File: src/i2cms_pkg.sv
// Shared types, codes and sequence tables for the I2C master sequencer.
// No dependencies; used by i2cms_core and i2c_master_sequencer.
package i2cms_pkg;

    // Commands
    localparam logic [2:0] CMD_NONE      = 3'd0;
    localparam logic [2:0] CMD_START     = 3'd1;
    localparam logic [2:0] CMD_STOP      = 3'd2;
    localparam logic [2:0] CMD_WRITE     = 3'd3;
    localparam logic [2:0] CMD_RD_ACK    = 3'd4;
    localparam logic [2:0] CMD_RD_NACK   = 3'd5;
    localparam logic [2:0] CMD_REG_WRITE = 3'd6;
    localparam logic [2:0] CMD_REG_READ  = 3'd7;

    // Segment kinds
    localparam logic [2:0] K_START     = 3'd0;
    localparam logic [2:0] K_STOP      = 3'd1;
    localparam logic [2:0] K_WRITE     = 3'd2;
    localparam logic [2:0] K_READ_ACK  = 3'd3;
    localparam logic [2:0] K_READ_NACK = 3'd4;

    // Byte sources for write segments
    localparam logic [1:0] SRC_DATA = 2'd0;
    localparam logic [1:0] SRC_DEV  = 2'd1;
    localparam logic [1:0] SRC_REG  = 2'd2;
    localparam logic [1:0] SRC_DEV1 = 2'd3;

    // Sequence steps
    localparam logic [4:0] ST_IDLE       = 5'd0;
    localparam logic [4:0] ST_START      = 5'd1;
    localparam logic [4:0] ST_STOP       = 5'd2;
    localparam logic [4:0] ST_WRITE      = 5'd3;
    localparam logic [4:0] ST_RD_ACK     = 5'd4;
    localparam logic [4:0] ST_RD_NACK    = 5'd5;
    localparam logic [4:0] ST_RW_START   = 5'd6;
    localparam logic [4:0] ST_RW_DEV     = 5'd7;
    localparam logic [4:0] ST_RW_REG     = 5'd8;
    localparam logic [4:0] ST_RW_DATA    = 5'd9;
    localparam logic [4:0] ST_RW_STOP    = 5'd10;
    localparam logic [4:0] ST_RR_START   = 5'd11;
    localparam logic [4:0] ST_RR_DEV     = 5'd12;
    localparam logic [4:0] ST_RR_REG     = 5'd13;
    localparam logic [4:0] ST_RR_RESTART = 5'd14;
    localparam logic [4:0] ST_RR_DEV1    = 5'd15;
    localparam logic [4:0] ST_RR_READ    = 5'd16;
    localparam logic [4:0] ST_RR_STOP    = 5'd17;
    localparam logic [4:0] ST_COUNT      = 5'd18;

    localparam logic [7:0] PHASE_TICKS_RST = 8'd2;
    localparam logic [3:0] BITS_PER_BYTE   = 4'd8;

    typedef struct packed {
        logic [2:0] command;
        logic [7:0] device_addr;
        logic [7:0] reg_addr;
        logic [7:0] wr_byte;
        logic       sda_in;
    } t_in_item;

    typedef struct packed {
        logic       scl_level;
        logic       sda_release;
        logic       busy_res;
        logic       done_res;
        logic [7:0] read_data;
        logic       nack_seen;
    } t_out_item;

    typedef struct packed {
        logic scl;
        logic sda;
    } t_lines;

    function automatic logic [2:0] step_kind(input logic [4:0] step);
        case (step)
            ST_STOP, ST_RW_STOP, ST_RR_STOP:              return K_STOP;
            ST_WRITE, ST_RW_DEV, ST_RW_REG, ST_RW_DATA,
            ST_RR_DEV, ST_RR_REG, ST_RR_DEV1:             return K_WRITE;
            ST_RD_ACK:                                    return K_READ_ACK;
            ST_RD_NACK, ST_RR_READ:                       return K_READ_NACK;
            default:                                      return K_START;
        endcase
    endfunction

    function automatic logic [1:0] step_src(input logic [4:0] step);
        case (step)
            ST_RW_DEV, ST_RR_DEV: return SRC_DEV;
            ST_RW_REG, ST_RR_REG: return SRC_REG;
            ST_RR_DEV1:           return SRC_DEV1;
            default:              return SRC_DATA;
        endcase
    endfunction

    function automatic logic [4:0] step_next(input logic [4:0] step);
        case (step)
            ST_RW_START:   return ST_RW_DEV;
            ST_RW_DEV:     return ST_RW_REG;
            ST_RW_REG:     return ST_RW_DATA;
            ST_RW_DATA:    return ST_RW_STOP;
            ST_RR_START:   return ST_RR_DEV;
            ST_RR_DEV:     return ST_RR_REG;
            ST_RR_REG:     return ST_RR_RESTART;
            ST_RR_RESTART: return ST_RR_DEV1;
            ST_RR_DEV1:    return ST_RR_READ;
            ST_RR_READ:    return ST_RR_STOP;
            default:       return ST_IDLE;
        endcase
    endfunction

    function automatic logic [4:0] cmd_first(input logic [2:0] cmd);
        case (cmd)
            CMD_START:     return ST_START;
            CMD_STOP:      return ST_STOP;
            CMD_WRITE:     return ST_WRITE;
            CMD_RD_ACK:    return ST_RD_ACK;
            CMD_RD_NACK:   return ST_RD_NACK;
            CMD_REG_WRITE: return ST_RW_START;
            CMD_REG_READ:  return ST_RR_START;
            default:       return ST_IDLE;
        endcase
    endfunction

    // Line levels driven at the start of a phase.
    function automatic t_lines apply_phase(
        input logic [2:0] kind,
        input logic [1:0] phase,
        input logic [3:0] bit_idx,
        input logic [7:0] shift,
        input t_lines     cur
    );
        t_lines l;
        l = cur;
        case (kind)
            K_START: begin
                case (phase)
                    2'd0:    l.sda = 1'b1;
                    2'd1:    l.scl = 1'b1;
                    2'd2:    l.sda = 1'b0;
                    default: l.scl = 1'b0;
                endcase
            end
            K_STOP: begin
                case (phase)
                    2'd0:    l.scl = 1'b0;
                    2'd1:    l.sda = 1'b0;
                    2'd2:    l.scl = 1'b1;
                    default: l.sda = 1'b1;
                endcase
            end
            K_WRITE: begin
                if (phase == 2'd0) begin
                    l.sda = (bit_idx < BITS_PER_BYTE) ? shift[7] : 1'b1;
                end else if (phase == 2'd1) begin
                    l.scl = 1'b1;
                end else begin
                    l.scl = 1'b0;
                end
            end
            default: begin
                // read segments: release, 8 data clocks, then ack/nack clock
                if (bit_idx == 4'd0) begin
                    l.sda = 1'b1;
                end else if (bit_idx <= BITS_PER_BYTE) begin
                    l.scl = (phase != 2'd0);
                end else begin
                    case (phase)
                        2'd0:    l.scl = 1'b0;
                        2'd1:    l.sda = (kind != K_READ_ACK);
                        2'd2:    l.scl = 1'b1;
                        default: l.scl = 1'b0;
                    endcase
                end
            end
        endcase
        return l;
    endfunction

endpackage

File: src/i2c_master_sequencer.sv
// I2C master sequencer top level: input register, tick logic, result register.
// A result is registered: the input register loads on the transfer edge, the
// result register when the held tick advances, which an output stall can delay.
// Throughput: one transfer per cycle in both directions while i_out_stall is low.
// Reset (synchronous, i_rst_n low): idle, SCL and SDA released, phase_ticks = 2.
// Depends on i2cms_pkg and i2cms_core.
module i2c_master_sequencer (
    input  logic                  i_clk,
    input  logic                  i_rst_n,
    // input channel
    input  logic                  i_in_valid,
    output logic                  o_in_stall,
    input  i2cms_pkg::t_in_item   i_in_item,
    // output channel
    output logic                  o_out_valid,
    input  logic                  i_out_stall,
    output i2cms_pkg::t_out_item  o_out_item,
    // phase_ticks register
    input  logic                  i_cfg_we,
    input  logic [7:0]            i_cfg_data
);

    // Input register: holds one tick's command and SDA sample.
    logic                 r_in_valid;
    i2cms_pkg::t_in_item  r_in_item;

    // Result register: holds one tick's line levels and status.
    logic                 r_out_valid;
    i2cms_pkg::t_out_item r_out_item;

    i2cms_pkg::t_out_item core_res;
    logic                 in_xfer;
    logic                 advance;

    // The held tick moves into the result register whenever that register is
    // empty or its current transfer completes this cycle. The sequencer state
    // advances on exactly the same edge, so one tick is processed per item.
    assign advance    = r_in_valid && (!r_out_valid || !i_out_stall);
    assign o_in_stall = r_in_valid && !advance;
    assign in_xfer    = i_in_valid && !o_in_stall;

    always_ff @(posedge i_clk) begin
        if (!i_rst_n) begin
            r_in_valid <= 1'b0;
        end else begin
            r_in_valid <= in_xfer || (r_in_valid && !advance);
        end
    end

    always_ff @(posedge i_clk) begin
        if (in_xfer) begin
            r_in_item <= i_in_item;
        end
    end

    i2cms_core u_core (
        .i_clk      (i_clk),
        .i_rst_n    (i_rst_n),
        .i_en       (advance),
        .i_item     (r_in_item),
        .i_cfg_we   (i_cfg_we),
        .i_cfg_data (i_cfg_data),
        .o_res      (core_res)
    );

    always_ff @(posedge i_clk) begin
        if (!i_rst_n) begin
            r_out_valid <= 1'b0;
        end else begin
            r_out_valid <= advance || (r_out_valid && i_out_stall);
        end
    end

    // Payload holds while stalled; loads only on a tick that advances.
    always_ff @(posedge i_clk) begin
        if (advance) begin
            r_out_item <= core_res;
        end
    end

    assign o_out_valid = r_out_valid;
    assign o_out_item  = r_out_item;

endmodule

File: src/i2cms_core.sv
// Sequencer state and one-tick next-state logic for the I2C master.
// Depends on i2cms_pkg.
module i2cms_core (
    input  logic                  i_clk,
    input  logic                  i_rst_n,
    input  logic                  i_en,
    input  i2cms_pkg::t_in_item   i_item,
    input  logic                  i_cfg_we,
    input  logic [7:0]            i_cfg_data,
    output i2cms_pkg::t_out_item  o_res
);

    logic [7:0] r_ticks;
    logic [4:0] r_step,  n_step;
    logic [1:0] r_phase, n_phase;
    logic [7:0] r_hold,  n_hold;
    logic [3:0] r_bit,   n_bit;
    logic [7:0] r_shift, n_shift;
    logic [7:0] r_dev,   n_dev;
    logic [7:0] r_reg,   n_reg;
    logic [7:0] r_data,  n_data;
    logic [7:0] r_rx,    n_rx;
    logic       r_nack,  n_nack;
    i2cms_pkg::t_lines r_lines, n_lines;

    logic [4:0] step_cur;
    logic [4:0] step_new;
    logic [2:0] kind;
    logic [7:0] hold_dec;
    logic [7:0] reload;
    logic       seg_done;
    logic       done;

    assign reload = (r_ticks == 8'd0) ? 8'd1 : r_ticks;

    always_comb begin
        n_step   = r_step;
        n_phase  = r_phase;
        n_hold   = r_hold;
        n_bit    = r_bit;
        n_shift  = r_shift;
        n_dev    = r_dev;
        n_reg    = r_reg;
        n_data   = r_data;
        n_rx     = r_rx;
        n_nack   = r_nack;
        n_lines  = r_lines;
        seg_done = 1'b0;
        done     = 1'b0;
        step_new = i2cms_pkg::ST_IDLE;
        hold_dec = (r_hold != 8'd0) ? r_hold - 8'd1 : r_hold;

        step_cur = (r_step >= i2cms_pkg::ST_COUNT) ? i2cms_pkg::ST_IDLE : r_step;
        kind     = i2cms_pkg::step_kind(step_cur);
        n_step   = step_cur;

        if (step_cur != i2cms_pkg::ST_IDLE) begin
            n_hold = hold_dec;
            if (hold_dec == 8'd0) begin
                // end of the current phase
                if (kind inside {i2cms_pkg::K_START, i2cms_pkg::K_STOP}) begin
                    if (r_phase == 2'd3) seg_done = 1'b1;
                    else n_phase = r_phase + 2'd1;
                end else if (kind == i2cms_pkg::K_WRITE) begin
                    if (r_phase == 2'd1 && r_bit == i2cms_pkg::BITS_PER_BYTE) begin
                        n_nack = i_item.sda_in;
                    end
                    if (r_phase >= 2'd2) begin
                        if (r_bit >= i2cms_pkg::BITS_PER_BYTE) begin
                            seg_done = 1'b1;
                        end else begin
                            n_shift = {r_shift[6:0], 1'b0};
                            n_bit   = r_bit + 4'd1;
                            n_phase = 2'd0;
                        end
                    end else begin
                        n_phase = r_phase + 2'd1;
                    end
                end else begin
                    if (r_bit == 4'd0) begin
                        n_bit   = 4'd1;
                        n_phase = 2'd0;
                    end else if (r_bit <= i2cms_pkg::BITS_PER_BYTE) begin
                        if (r_phase == 2'd1) begin
                            n_shift = {r_shift[6:0], i_item.sda_in};
                            n_bit   = r_bit + 4'd1;
                            n_phase = 2'd0;
                        end else begin
                            n_phase = 2'd1;
                        end
                    end else begin
                        if (r_phase == 2'd3) begin
                            n_rx     = r_shift;
                            seg_done = 1'b1;
                        end else begin
                            n_phase = r_phase + 2'd1;
                        end
                    end
                end

                if (seg_done) begin
                    step_new = i2cms_pkg::step_next(step_cur);
                    if (step_new == i2cms_pkg::ST_IDLE) begin
                        n_step  = i2cms_pkg::ST_IDLE;
                        n_phase = 2'd0;
                        n_bit   = 4'd0;
                        done    = 1'b1;
                    end
                end else begin
                    n_lines = i2cms_pkg::apply_phase(kind, n_phase, n_bit, n_shift,
                                                     r_lines);
                    n_hold  = reload;
                end
            end
        end else if (i_item.command != i2cms_pkg::CMD_NONE) begin
            n_dev    = i_item.device_addr;
            n_reg    = i_item.reg_addr;
            n_data   = i_item.wr_byte;
            step_new = i2cms_pkg::cmd_first(i_item.command);
        end

        // enter a new segment
        if (step_new != i2cms_pkg::ST_IDLE) begin
            n_step  = step_new;
            n_phase = 2'd0;
            n_bit   = 4'd0;
            n_shift = 8'd0;
            if (i2cms_pkg::step_kind(step_new) == i2cms_pkg::K_WRITE) begin
                case (i2cms_pkg::step_src(step_new))
                    i2cms_pkg::SRC_DEV:  n_shift = n_dev;
                    i2cms_pkg::SRC_REG:  n_shift = n_reg;
                    i2cms_pkg::SRC_DEV1: n_shift = n_dev + 8'd1;
                    default:             n_shift = n_data;
                endcase
            end
            n_lines = i2cms_pkg::apply_phase(i2cms_pkg::step_kind(step_new), 2'd0, 4'd0,
                                             n_shift, r_lines);
            n_hold  = reload;
        end
    end

    always_comb begin
        o_res.scl_level   = n_lines.scl;
        o_res.sda_release = n_lines.sda;
        o_res.busy_res    = (n_step != i2cms_pkg::ST_IDLE);
        o_res.done_res    = done;
        o_res.read_data   = n_rx;
        o_res.nack_seen   = n_nack;
    end

    always_ff @(posedge i_clk) begin
        if (!i_rst_n) begin
            r_ticks <= i2cms_pkg::PHASE_TICKS_RST;
        end else if (i_cfg_we) begin
            r_ticks <= i_cfg_data;
        end
    end

    always_ff @(posedge i_clk) begin
        if (!i_rst_n) begin
            r_step      <= i2cms_pkg::ST_IDLE;
            r_phase     <= 2'd0;
            r_hold      <= 8'd0;
            r_bit       <= 4'd0;
            r_shift     <= 8'd0;
            r_dev       <= 8'd0;
            r_reg       <= 8'd0;
            r_data      <= 8'd0;
            r_rx        <= 8'd0;
            r_nack      <= 1'b0;
            r_lines.scl <= 1'b1;
            r_lines.sda <= 1'b1;
        end else if (i_en) begin
            r_step  <= n_step;
            r_phase <= n_phase;
            r_hold  <= n_hold;
            r_bit   <= n_bit;
            r_shift <= n_shift;
            r_dev   <= n_dev;
            r_reg   <= n_reg;
            r_data  <= n_data;
            r_rx    <= n_rx;
            r_nack  <= n_nack;
            r_lines <= n_lines;
        end
    end

endmodule
File: config.mk
export PLATFORM = sky130hd
export DESIGN_NAME = i2c_master_sequencer
export DESIGN_NICKNAME = d
export VERILOG_FILES = /design/src/i2cms_pkg.sv /design/src/i2c_master_sequencer.sv /design/src/i2cms_core.sv
export SDC_FILE = /design/constraint.sdc
export NUM_CORES = 1
export LEC_CHECK = 0
export BUFFER_PORTS_ARGS = -buffer_cell sky130_fd_sc_hd__clkbuf_2
export CAP_MARGIN = 10
export CELL_PAD_IN_SITES_DETAIL_PLACEMENT = 1
export CELL_PAD_IN_SITES_GLOBAL_PLACEMENT = 2
export CORE_MARGIN = 10
export CORE_UTILIZATION = 37
export DETAILED_ROUTE_END_ITERATION = 12
export PLACE_DENSITY = 0.83
export SLEW_MARGIN = 20
export SYNTH_ARGS = -nofsm -noshare
export SYNTH_HDL_FRONTEND = slang
export SYNTH_SLANG_ARGS = --single-unit
File: constraint.sdc
create_clock -name i_clk -period 5.3 [get_ports i_clk]
set_clock_uncertainty 0.2 [all_clocks]
set_input_delay 0.795 -clock i_clk [delete_from_list [all_inputs] [get_ports i_clk]]
set_output_delay 0.795 -clock i_clk [all_outputs]
set_load 0.01 [all_outputs]
# == After elaboration in Yosys (flattened, before gate mapping) ==
# Memory sizes are Yosys's and may differ from the RTL's.
# Cells that the tools add are included.
# totals
latch_bits,0
output_inout_bits,15
mem_count,4
input_bits,41
rom_bits,448
regBits,113
ramBits,0
# mem_list
name,depth,width,rd,rd_ports_with_merged_regs,write_ports,line_no,text
(name not given),32,5,1,0,0,i2cms_pkg.sv:95,case (step)
(name not given),32,3,1,0,0,i2cms_pkg.sv:75,case (step)
(name not given),32,3,1,0,0,i2cms_pkg.sv:75,
(name not given),32,3,1,0,0,i2cms_pkg.sv:75,
# op_classes
eq_ne,30
n_reduce_logical,37
add_sub_neg,4
shift,0
n_mux,114
mul,0
bitwise,0
div,0
magnitude_cmp,6
# ops
cell,count
$mux W8,30
$mux W5,13
$mux W4,14
$mux W2,20
$pmux W4 S7,1
$mux W1,25
$pmux W8 S3,1
$eq A5 B4 Y1 const B,4
$logic_not A8 Y1,2
$eq A3 B2 Y1 const B,5
$reduce_bool A5 Y1,3
$eq A3 B3 Y1 const B,4
$pmux W2 S3,2
$pmux W1 S2,5
$eq A3 B1 Y1 const B,3
$reduce_and A9 Y1,1
$reduce_bool A3 Y1,3
$add A8 B1 Y8 const B,1
$eq A2 B2 Y1 const B,4
$le A4 B4 Y1 const B,2
$logic_not A4 Y1,2
$reduce_bool A2 Y1,4
$reduce_bool A8 Y1,1
$sub A8 B1 Y8 const B,1
other kinds (23),40

# == Longest topological paths before layout ==
# Gate-level depths: netlist (run 1).
# depth
ltp_word,24
mapped_depth,24
depth_no_buf,20

# == By module ==
# From an unflattened synthesis (run 1), not the netlist that was laid out.
# unflattened
hier_cells,761
area_unflattened_um2,6797.8
# by_module_without_submodules
mod,cells_each,area_per_inst_um2,n_inst
i2cms_core,712,5482.8,1
i2c_master_sequencer,49,1315.0,1

# == Least setup slack after synthesis (run 1) ==
# Ideal clock, no wire load.
# synth_timing
path_type,flip-flop to flip-flop
start,reg u_core.r_step[2]
end,reg u_core.r_shift[0]
period_less_slack_ns,4.774
t_arrival_ns,4.500
slack_ns,0.526
stages_incl_launch_ff,23
required_ns,5.026
n_path_buf,4
path_cell_list,dfxtp_1 buf_2 clkbuf_1 o31ai_1 nand2_1 inv_1 ha_1 inv_1 o32ai_1 a221o_1 nand4_2 a21oi_2 nand2_1 nand2_1 inv_1 ha_1 clkbuf_1 a31oi_1 o21ai_1 a21oi_1 clkbuf_1 o21ai_0 a31oi_1
# synth_via
elab_chain_cells,20
elab_cells_between_ends,56
classes_between,add/sub: 1; order compare: 1; eq/ne: 15; mux: 25; reduce/logical: 11; memory: 3
# synth_rtl
element,line_no,text
"start, declared",i2cms_core.sv:14,"logic [4:0] r_step, n_step;"
"start signal, assigned",i2cms_core.sv:161,r_step <= i2cms_pkg::ST_IDLE;
"start signal, assigned",i2cms_core.sv:174,r_step <= n_step;
$ge A5 B5 Y1,i2cms_core.sv:53,step_cur = (r_step >= i2cms_pkg::ST_COUNT) ? i2cms_pkg::ST_IDLE : r_step;
$mux W5 (*),i2cms_core.sv:53,
$mem_v2 Z32 W3,--,
"$eq A3 B2 Y1, or another cell as far along",i2cms_core.sv:64,end else if (kind == i2cms_pkg::K_WRITE) begin
$mux W1 / $reduce_bool A2 Y1 (equally long branches),"i2cms_core.sv:64, i2cms_core.sv:61",
$mux W1,i2cms_core.sv:61,"if (kind inside {i2cms_pkg::K_START, i2cms_pkg::K_STOP}) begin"
$mux W1,i2cms_core.sv:59,if (hold_dec == 8'd0) begin
$mux W1,i2cms_core.sv:57,if (step_cur != i2cms_pkg::ST_IDLE) begin
[... 4 more ...],--,
$reduce_or A2 Y1,i2cms_pkg.sv:86,case (step)
$pmux W2 S3,i2cms_pkg.sv:86,
$mux W2,i2cms_core.sv:128,if (i2cms_pkg::step_kind(step_new) == i2cms_pkg::K_WRITE) begin
$mux W2,i2cms_core.sv:123,if (step_new != i2cms_pkg::ST_IDLE) begin
$eq A2 B2 Y1 / $eq A2 B1 Y1 (equally long branches),i2cms_core.sv:129,case (i2cms_pkg::step_src(step_new))
$pmux W8 S3,i2cms_core.sv:129,
$mux W8,i2cms_core.sv:128,
$mux W8,i2cms_core.sv:123,
"end signal, assigned",i2cms_core.sv:178,r_shift <= n_shift;
"end, declared",i2cms_core.sv:18,"logic [7:0] r_shift, n_shift;"
# Mark *: on every way between the ends. The rest lies on a longest branch, timed or not. The select of a mux whose other input is x is not followed.
# A chain may end at the register's enable or synchronous reset.

==> results.json, run 1 <==
{
  "worst_setup_path_start_kind": "flip-flop",
  "regMostFlops": "r_in_item",
  "syn-cell-area_um2": 6610,
  "start_util_pct": 38.0,
  "nets": 873,
  "fin_ws_ns": 0.416,
  "ant_nets": 0,
  "min_to": "u_core.r_reg[6]",
  "slew_violations": 0,
  "synth_edf_count": 41,
  "reg2reg_from": "u_core.r_step[1]",
  "synth.area.mux_share_pct": 7.53,
  "rsz0062_at_grt": "false",
  "place_hpwl_um": 14900,
  "synth_ff_type": "dfxtp_1",
  "first_pass_iters": 4,
  "ys_seq_area_share_pct": 40.4,
  "syn2layout_area_growth_pct": 16.7,
  "drive_gt1_share_pct": 17.9,
  "async_reset_ff_share_pct": 0,
  "antenna_found_initial": 0,
  "finalSetupTns_ns": 0,
  "grt_pass1_vias": 6354,
  "gr-usage-all-layers_pct": 17.0,
  "num_io_pins": 56,
  "arrival_ns": 4.83,
  "drt_iter0_drc": 398,
  "synthAdderAreaFrac_pct": 3.22,
  "critPathLaunch": "u_core.r_step[1]",
  "final.period_utilization_pct": 92.2,
  "synth.distinct_cells": 84,
  "critPathMaxFanout": 9,
  "core_um2": 17400,
  "num_antenna_cells": 0,
  "irDropWorstVdd_v": 0.000209,
  "fin_crit_ns": 4.88,
  "timing.fmax_mhz": 205,
  "ys_warn_count": 0,
  "synth_compound_area_share_pct": 21.5,
  "holdBufCountCts": 0,
  "vias": 6019,
  "crit_type": "flip-flop to flip-flop",
  "synth-simple-area-share_pct": 22.1,
  "outcome": "complete, no violations",
  "wl_met2_um": 10200,
  "pwr_density_cell_nw_per_um2": 328,
  "finalSetupViolCount": 0,
  "cts_sinks": 113,
  "die-width_um": 154,
  "top_layer": "met4",
  "wl_met1_um": 8980,
  "largest_reg_flops": 28,
  "hold_start": "u_core.r_reg[6]",
  "rows": 48,
  "grt_max_degree": 47,
  "drc": 0,
  "synth-xor-area-share_pct": 1.19,
  "synth_seq_cells": 113,
  "min_path_cells": 2,
  "wl_per_cell_um": 19.1,
  "clk_pin_slew_ns": 0.06,
  "syn_inst": 762,
  "r2r-end": "o_out_item[12]",
  "ctsLongestPathBuffers": 2,
  "die_h_um": 154,
  "required_ns": 5.25,
  "clock_latency_ns": 0.42,
  "end_kind": "flip-flop",
  "hold_violations": 0,
  "layout_commonest_cell": "nand2_1",
  "tightest_slew_ns": 0.965,
  "syn_area_per_cell_um2": 8.67,
  "leakage_nw": 2.97,
  "syn-num-nets": 820,
  "dpl.cell_count": 1020,
  "h-tree-depth": 4,
  "port_buffers": 55,
  "cts_tree": "done",
  "viasPerCell": 5.72,
  "cts_made_buffers": 17,
  "worst-r2r-setup-slack_ns": 0.42,
  "overflow": 0,
  "gp_congestion": 0.894,
  "dp_slack_ns": 0.270,
  "routed_wl_um": 20100,
  "wl_met3_um": 622,
  "grt_pass1_wl_um": 33200,
  "cts_root_buf": "clkbuf_16",
  "cap_violations": 0,
  "synth_top_family_by_area": "simple AND/OR/NAND/NOR gates",
  "final_cell_mix": "nand2_1, nor2_1, dfxtp_1",
  "relSlewSlack_pct": 35.6,
  "hold_class": "flip-flop to flip-flop",
  "die_area_um2": 23600,
  "r2r_cells": 19,
  "finalNonFillerCells": 1053
}
-- cells in the mapped netlist, types with 4 or more instances --
cell type	n	area share (%)
nand2_1	109	6.2
nor2_1	87	4.9
dfxtp_1	72	22
a21oi_1	56	4.2
edfxtp_1	41	19
mux2i_1	34	5.1
o21ai_0	30	2.3
clkbuf_1	28	1.6
nor3_1	27	2.0
inv_1	22	1.2
a211oi_1	18	2.0
ha_1	17	3.2
mux2_2	13	2.2
nand2b_1	12	1.1
nand3_1	11	0.83
nand4_1	9	0.85
a31oi_1	8	0.76
o31ai_1	8	0.91
buf_2	7	0.53
a22oi_1	6	0.68
nor2b_1	6	0.57
o22ai_1	6	0.57
or2_2	6	0.57
a21o_1	5	0.57
and3_1	5	0.47
o211ai_1	5	0.57
o21bai_1	5	0.57
xor2_1	5	0.66
a311oi_1	4	0.53
buf_1	4	0.23
nor4_1	4	0.38
o21ai_1	4	0.30
or3_1	4	0.38
or4_1	4	0.45
xnor2_1	4	0.53
-- metal layers --
metal	vias up	global-route usage, %
met3	24	3.38
met1	2981	20.4
met2	109	29.7
met5	-	0
li1	2905	-
met4	0	4.95
-- critical path: stages (launching register included) --
cell       delay, ns
dfxtp_1         0.40
o31ai_1         0.27
nand2_1         0.21
ha_1            0.34
or4bb_1         0.22
o2111ai_2       0.18
a21o_1          0.28
nor2_1          0.33
buf_4           0.20
nand2_1         0.05
o22a_1          0.21
o21ai_1         0.40
inv_1           0.10
ha_1            0.27
a21oi_1         0.18
nor3_1          0.06
o21ai_0         0.20
a21oi_1         0.08
o31ai_1         0.32
nand2_1         0.10
-- report_power, final --
part / total, W / leakage, nW / internal, W / switching [W]
Combinational: 0.000528 / 1.73 / 0.000196 / 0.000332
Clock: 0.00101 / 0.251 / 0.000594 / 0.000411
Sequential: 0.000998 / 0.983 / 0.000955 / 0.0000429
-- per-stage QoR --
stage                     util [%]  total power [W]  hold slack, ns  area (um2)
final                         44.3          0.00253           0.253        7710
after global placement        41.0          0.00152           0.239        7150
after global routing          44.3          0.00266           0.266        7710
after CTS                     44.0          0.00255           0.256        7670
after floorplan                  -          0.00137           0.233        6610
after detailed placement      41.0          0.00153           0.247        7150
-- layout make-up --
class                      instances  area [um2]
clock buffer                      19         433
clock inverter                    13        90.1
fill                            2066        9700
inverter                          23        86.3
multi-input combinational        584        3720
sequential                       113        2670
tap                              225         282
timing repair buffer              76         433
-- worst max-delay path by stage --
stage,slack (ns),cells after the start,endpoint
CTS,0.25,20,o_out_item[11]
floorplan,0.53,22,u_core.r_shift[0]
global placement,0.42,19,o_out_item[11]
finish,0.42,19,o_out_item[12]
global route,0.06,21,u_core.r_shift[2]
detailed placement,0.27,20,o_out_item[11]
-- what timing repair did --
item,4_1_cts,5_1_grt
gates resized for setup,0,6
endpoints found under the setup margin,0,12
setup buffers,0,1
-- logic make-up after synthesis --
family | count (synthesis)
buffers and inverters | 65
XOR/XNOR | 9
multiplexers | 48
AO/OA/AOI/OAI | 205
flip-flops | 113
AND/OR/NAND/NOR | 305
adder cells (fa/ha/maj) | 17
(Power assumes the default switching activity.)
==> inputs of run 2 (changes only) <==
--- a/config.mk
+++ b/config.mk
@@ -12,6 +12,7 @@
 export CORE_MARGIN = 10
 export CORE_UTILIZATION = 37
 export DETAILED_ROUTE_END_ITERATION = 12
+export GPL_TIMING_DRIVEN = 0
 export PLACE_DENSITY = 0.83
 export SLEW_MARGIN = 20
 export SYNTH_ARGS = -nofsm -noshare
==> results.json, run 2 (same netlist as run 1, synthesis figures left out) <==
{
  "outcome": "complete, no violations",
  "path_cells": "buf_2 > clkbuf_4 > o31ai_2 > nand2_1 > buf_4 > ha_1 > nand2_1 > o2111ai_2 > a21oi_4 > nand4_4 > a21oi_4 > nand2_1 > nand2_2 > inv_1 > ha_4 > or2_2 > o31a_1 > and3_1 > buf_4 > nor3b_2 > o41ai_2 > or2_1 > nand2_1",
  "power_switching_w": 0.000787,
  "syn2layout_area_growth_pct": 19.6,
  "place_hpwl_um": 15800,
  "cp_common_cell": "nand2_1",
  "end_kind": "flip-flop",
  "nets": 895,
  "core_um2": 17400,
  "h-tree-depth": 4,
  "clkPwrFrac_pct": 41.4,
  "reg2reg_from": "u_core.r_step[2]",
  "drt_iter0_drc": 378,
  "vias": 6098,
  "crit_type": "flip-flop to flip-flop",
  "die_h_um": 154,
  "overflow": 0,
  "largest_reg_flops": 28,
  "antenna_found_initial": 0,
  "final_util_pct": 45.4,
  "finalSetupViolCount": 0,
  "combPwrFrac_pct": 20.9,
  "final_cell_mix": "nand2_1, nor2_1, dfxtp_1",
  "worst_path_max_delay_cell": "a21oi_4",
  "irDropWorstVdd_v": 0.000227,
  "routed_wl_um": 20900,
  "final.period_utilization_pct": 94.9,
  "num_antenna_cells": 0,
  "timing.fmax_mhz": 199,
  "arrival_ns": 4.96,
  "die_area_um2": 23600,
  "required_ns": 5.23,
  "start_util_pct": 38.0,
  "critPathMaxFanout": 10,
  "drc": 0,
  "grt_pass1_vias": 6304,
  "grtUsageMet3_pct": 3.71,
  "min_path_cells": 2,
  "hold_class": "flip-flop to flip-flop",
  "pwr_density_cell_nw_per_um2": 333,
  "cts_sinks": 113,
  "wl_per_cell_um": 19.5,
  "cts_made_buffers": 17,
  "final_area_um2": 7900,
  "min_to": "u_core.r_reg[4]",
  "port_buffers": 54,
  "drive_gt1_share_pct": 18.1,
  "rsz0062_at_grt": "false",
  "r2r-end": "o_out_item[11]",
  "grt_pass1_wl_um": 33800,
  "cap_violations": 0,
  "critPathMaxStageDelay_ns": 0.34,
  "layout_commonest_cell": "nand2_1",
  "clk_pin_slew_ns": 0.06,
  "fin_crit_ns": 5.03,
  "postPlaceCellArea_um2": 7200,
  "grt_max_degree": 25,
  "grtUsageMet2_pct": 30.4,
  "worst_setup_path_start_kind": "flip-flop",
  "swShare_pct": 29.9,
  "gp_congestion": 0.875,
  "regMostFlops": "r_in_item",
  "gr-usage-all-layers_pct": 17.5,
  "tightest_slew_ns": 1.01,
  "power_frac_seq_pct": 37.7,
  "ant_nets": 0,
  "leakage_nw": 3.01,
  "use_met1_pct": 21.1,
  "ctsLongestPathBuffers": 2,
  "worst-r2r-setup-slack_ns": 0.27,
  "gr-max-usage-layer": "met2",
  "cts_root_buf": "clkbuf_16",
  "relSlewSlack_pct": 32.8,
  "p_total_w": 0.00263,
  "hold_violations": 0,
  "slew_violations": 0,
  "hold_ws_ns": 0.255,
  "die-width_um": 154,
  "clock_latency_ns": 0.42,
  "finalSetupTns_ns": 0,
  "first_pass_iters": 4,
  "viasPerCell": 5.67,
  "cts_tree": "done",
  "internal-power_w": 0.00184,
  "hold_start": "u_core.r_reg[4]",
  "rows": 48,
  "r2r_cells": 23,
  "num_io_pins": 56
}
-- run 2: how the worst max path moves through the flow --
stage,slack (ns),depth (start not counted),to,start
3_3_place_gp,-0.93,22,u_core.r_shift[2],u_core.r_step[2]
6_report,0.27,23,o_out_item[11],u_core.r_step[2]
4_1_cts,0.06,23,o_out_item[11],u_core.r_step[2]
3_5_place_dp,-1.20,22,u_core.r_shift[6],u_core.r_step[2]
2_1_floorplan,0.53,22,u_core.r_shift[0],u_core.r_step[2]
5_1_grt,0.006,23,o_out_item[11],u_core.r_step[2]
-- run 2: timing repair --
| item | in CTS | in global routing |
|---|---|---|
| gates cloned | 0 | 0 |
| resized for setup | 18 | 14 |
| setup endpoints to repair | 31 | 22 |
| setup buffers | 2 | 0 |
| pin swaps | 3 | 2 |
| hold buffers | 0 | 0 |
-- run 2: critical path, delay by kind of cell, from the launching register on --
kind | cells | cell delay [ns]
and+or+nand+nor | 10 | 1.60
DFF | 1 | 0.30
adders and majority gates | 2 | 0.44
buffers and inverters | 5 | 0.82
AOI/OAI and AO/OA | 6 | 1.38
-- run 2: through the flow --
step / std cells / setup slack [ns]
floorplan: 762 / 0.526
global placement: 1041 / -0.926
detailed placement: 1042 / -1.20
CTS: 1075 / 0.0570
global route: 1075 / 0.00600
finish: 1075 / 0.272
-- run 2: cell type report --
type / instances / area [um2]
Tap cell: 225 / 282
Timing Repair Buffer: 57 / 313
Clock inverter: 10 / 116
Inverter: 23 / 86.3
Clock buffer: 22 / 444
Multi-Input combinational cell: 584 / 3800
Buffer: 41 / 189
Sequential cell: 113 / 2670
Fill cell: 2066 / 9510
-- run 2: power groups by stage --
| stage | registers [W] | clock network [W] | logic (W) |
|---|---|---|---|
| floorplan | 0.000999 | 0 | 0.000370 |
| detailed placement | 0.00101 | 0 | 0.000526 |
| global route | 0.000996 | 0.00116 | 0.000609 |
| CTS | 0.000990 | 0.00112 | 0.000544 |
| finish | 0.000991 | 0.00109 | 0.000549 |
| global placement | 0.00101 | 0 | 0.000508 |
-- run 2: routing by layer --
| metal | vias to the layer above | part of all wire [%] |
|---|---|---|
| met5 | - | 0 |
| met4 | 0 | 1.1 |
| met3 | 20 | 3.3 |
| met2 | 94 | 51 |
| met1 | 3016 | 44 |
| li1 | 2968 | - |
==> inputs of run 3 (changes only) <==
--- a/config.mk
+++ b/config.mk
@@ -10,10 +10,10 @@
 export CELL_PAD_IN_SITES_DETAIL_PLACEMENT = 1
 export CELL_PAD_IN_SITES_GLOBAL_PLACEMENT = 2
 export CORE_MARGIN = 10
-export CORE_UTILIZATION = 37
+export CORE_UTILIZATION = 34
 export DETAILED_ROUTE_END_ITERATION = 12
 export GPL_TIMING_DRIVEN = 0
-export PLACE_DENSITY = 0.83
+export PLACE_DENSITY = 0.8
 export SLEW_MARGIN = 20
 export SYNTH_ARGS = -nofsm -noshare
 export SYNTH_HDL_FRONTEND = slang
==> constraint.sdc (replaced) <==
create_clock -name i_clk -period 4.6 [get_ports i_clk]
set_clock_uncertainty 0.2 [all_clocks]
set_input_delay 0.69 -clock i_clk [delete_from_list [all_inputs] [get_ports i_clk]]
set_output_delay 0.69 -clock i_clk [all_outputs]
set_load 0.01 [all_outputs]
==> results.json, run 3 (same netlist as run 1, synthesis figures left out) <==
{
  "drc": 0,
  "gp_congestion": 0.876,
  "h-tree-depth": 4,
  "slew_violations": 0,
  "clkPwrFrac_pct": 41.8,
  "fin_crit_ns": 4.43,
  "final_util_pct": 45.0,
  "ctsLongestPathBuffers": 2,
  "ant_nets": 0,
  "timing.fmax_mhz": 226,
  "die_area_um2": 25400,
  "core_um2": 18900,
  "nets": 923,
  "dpl.cell_count": 1077,
  "place_hpwl_um": 16000,
  "critPathMaxFanout": 10,
  "rows": 50,
  "r2r_cells": 18,
  "end_kind": "flip-flop",
  "outcome": "complete, no violations",
  "die_h_um": 159,
  "routed_wl_um": 21900,
  "first_pass_iters": 5,
  "power_frac_seq_pct": 35.8,
  "internal-power_w": 0.00225,
  "worst_path_max_delay_cell": "or4_1",
  "power_switching_w": 0.000933,
  "antenna_found_initial": 0,
  "port_buffers": 54,
  "finalNonFillerCells": 1138,
  "holdBufCountCts": 0,
  "final_area_um2": 8500,
  "drt_iter0_drc": 312,
  "start_util_pct": 35.0,
  "required_ns": 4.74,
  "grt_pass1_wl_um": 35200,
  "relSlewSlack_pct": 33.6,
  "cp.depth": 18,
  "wl_per_cell_um": 19.3,
  "cts_sinks": 113,
  "postPlaceCellArea_um2": 7290,
  "final_cell_mix": "nand2_1, nor2_1, dfxtp_1",
  "swShare_pct": 29.3,
  "num_io_pins": 56,
  "cts_made_buffers": 17,
  "cp_top_family": "compound AO/OA/AOI/OAI gates",
  "crit_type": "flip-flop to flip-flop",
  "regMostFlops": "r_in_item",
  "cts_root_buf": "clkbuf_16",
  "n_fill_cell": 2248,
  "path_cells": "buf_6 > clkbuf_16 > o31ai_4 > nand2_4 > buf_6 > ha_2 > nand2_1 > a22o_4 > a221o_1 > a21o_4 > buf_4 > a2111oi_1 > o21ai_1 > or4_1 > o31ai_1 > o41ai_2 > or3_1 > a21oi_1",
  "hold_violations": 0,
  "irDropWorstVdd_v": 0.000203,
  "die-width_um": 159,
  "worst_setup_path_start_kind": "flip-flop",
  "cap_violations": 0,
  "num_antenna_cells": 0,
  "clk_pin_slew_ns": 0.06,
  "vias": 6267,
  "finalSetupViolCount": 0,
  "arrival_ns": 4.57,
  "final.period_utilization_pct": 96.3,
  "gr-usage-all-layers_pct": 16.9,
  "drive_gt1_share_pct": 24.3,
  "overflow": 0,
  "path_buf_inv": 4,
  "grt_max_degree": 25,
  "cts_tree": "done",
  "viasPerCell": 5.51,
  "critPathMaxStageDelay_ns": 0.51,
  "hold_ws_ns": 0.240,
  "cp_common_cell": "buf_6",
  "tightest_slew_ns": 0.994,
  "leakage_nw": 3.23,
  "layout_commonest_cell": "nand2_1",
  "pwr_density_cell_nw_per_um2": 375,
  "hold_class": "primary input to flip-flop",
  "largest_reg_flops": 28,
  "clock_latency_ns": 0.42,
  "min_path_cells": 1,
  "grt_pass1_vias": 6585,
  "combPwrFrac_pct": 22.4,
  "syn2layout_area_growth_pct": 28.6
}
run 3: cell types whose count changed in the layout (fill, tap and decap cells not counted), sizes merged:
cell and delta:
clkinvlp -4, clkbuf -3, buf +31, clkinv +3, bufinv +1
run 3: per-stage QoR:
stage                     total power [W]  worst slack (ns)  setup TNS, ns
after floorplan                   0.00159           0.00298              0
after global placement            0.00175             -1.05         -23.24
after detailed placement          0.00177             -1.15         -25.88
after CTS                         0.00317           0.00344              0
after global routing              0.00334           -0.0393         -0.219
final                             0.00319             0.172              0
run 3: final cells by class:
class	instances	area, um2	share of cell area [%]
Buffer	38	241	2.84
Inverter	23	91.3	1.07
Tap cell	260	325	3.83
Sequential cell	113	2670	31.5
Clock inverter	10	135	1.59
Timing Repair Buffer	88	562	6.61
Multi-Input combinational cell	584	4010	47.1
Clock buffer	22	464	5.46
run 3: what timing repair did:
action | CTS | global route
cloned | 0 | 0
setup endpoints to repair | 47 | 29
gates resized for setup | 53 | 33
setup buffers | 25 | 8
pin swaps | 18 | 22
run 3: power groups by stage:
stage / clock (W) / sequential (W) / combinational [W]
5_1_grt: 0.00141 / 0.00115 / 0.000779
3_5_place_dp: 0 / 0.00116 / 0.000613
3_3_place_gp: 0 / 0.00116 / 0.000593
2_1_floorplan: 0 / 0.00115 / 0.000434
4_1_cts: 0.00136 / 0.00114 / 0.000668
6_report: 0.00133 / 0.00114 / 0.000713
run 3: worst register-to-register path, stage by stage, from the launching register on:
cell and delay, ns:
dfxtp_2 0.35, buf_6 0.11, clkbuf_16 0.14, o31ai_4 0.08, nand2_4 0.11, buf_6 0.11, ha_2 0.17, nand2_1 0.07
a22o_4 0.24, a221o_1 0.44, a21o_4 0.26, buf_4 0.15, a2111oi_1 0.45, o21ai_1 0.21, or4_1 0.51, o31ai_1 0.11
o41ai_2 0.13, or3_1 0.38, a21oi_1 0.13
run 3: final timing paths:
path                                       start           endpoint  slack [ns]
worst min register to register  u_core.r_data[4]   u_core.r_data[4]        0.25
worst max-delay path            u_core.r_step[4]  u_core.r_shift[7]        0.17
worst min-delay path               i_in_item[22]      r_in_item[22]        0.24
worst max register to register  u_core.r_step[4]  u_core.r_shift[7]        0.17
run 3: routing by layer:
layer | share of wire [%] | global-route usage (%) | wire (um) | up-vias
met1 | 42 | 19.8 | 9250 | 3106
met5 | 0 | 0 | 0 | -
met2 | 53 | 30.2 | 11600 | 116
li1 | - | - | - | 3015
met4 | 1.7 | 5.86 | 367 | 0
met3 | 3.1 | 3.10 | 684 | 30
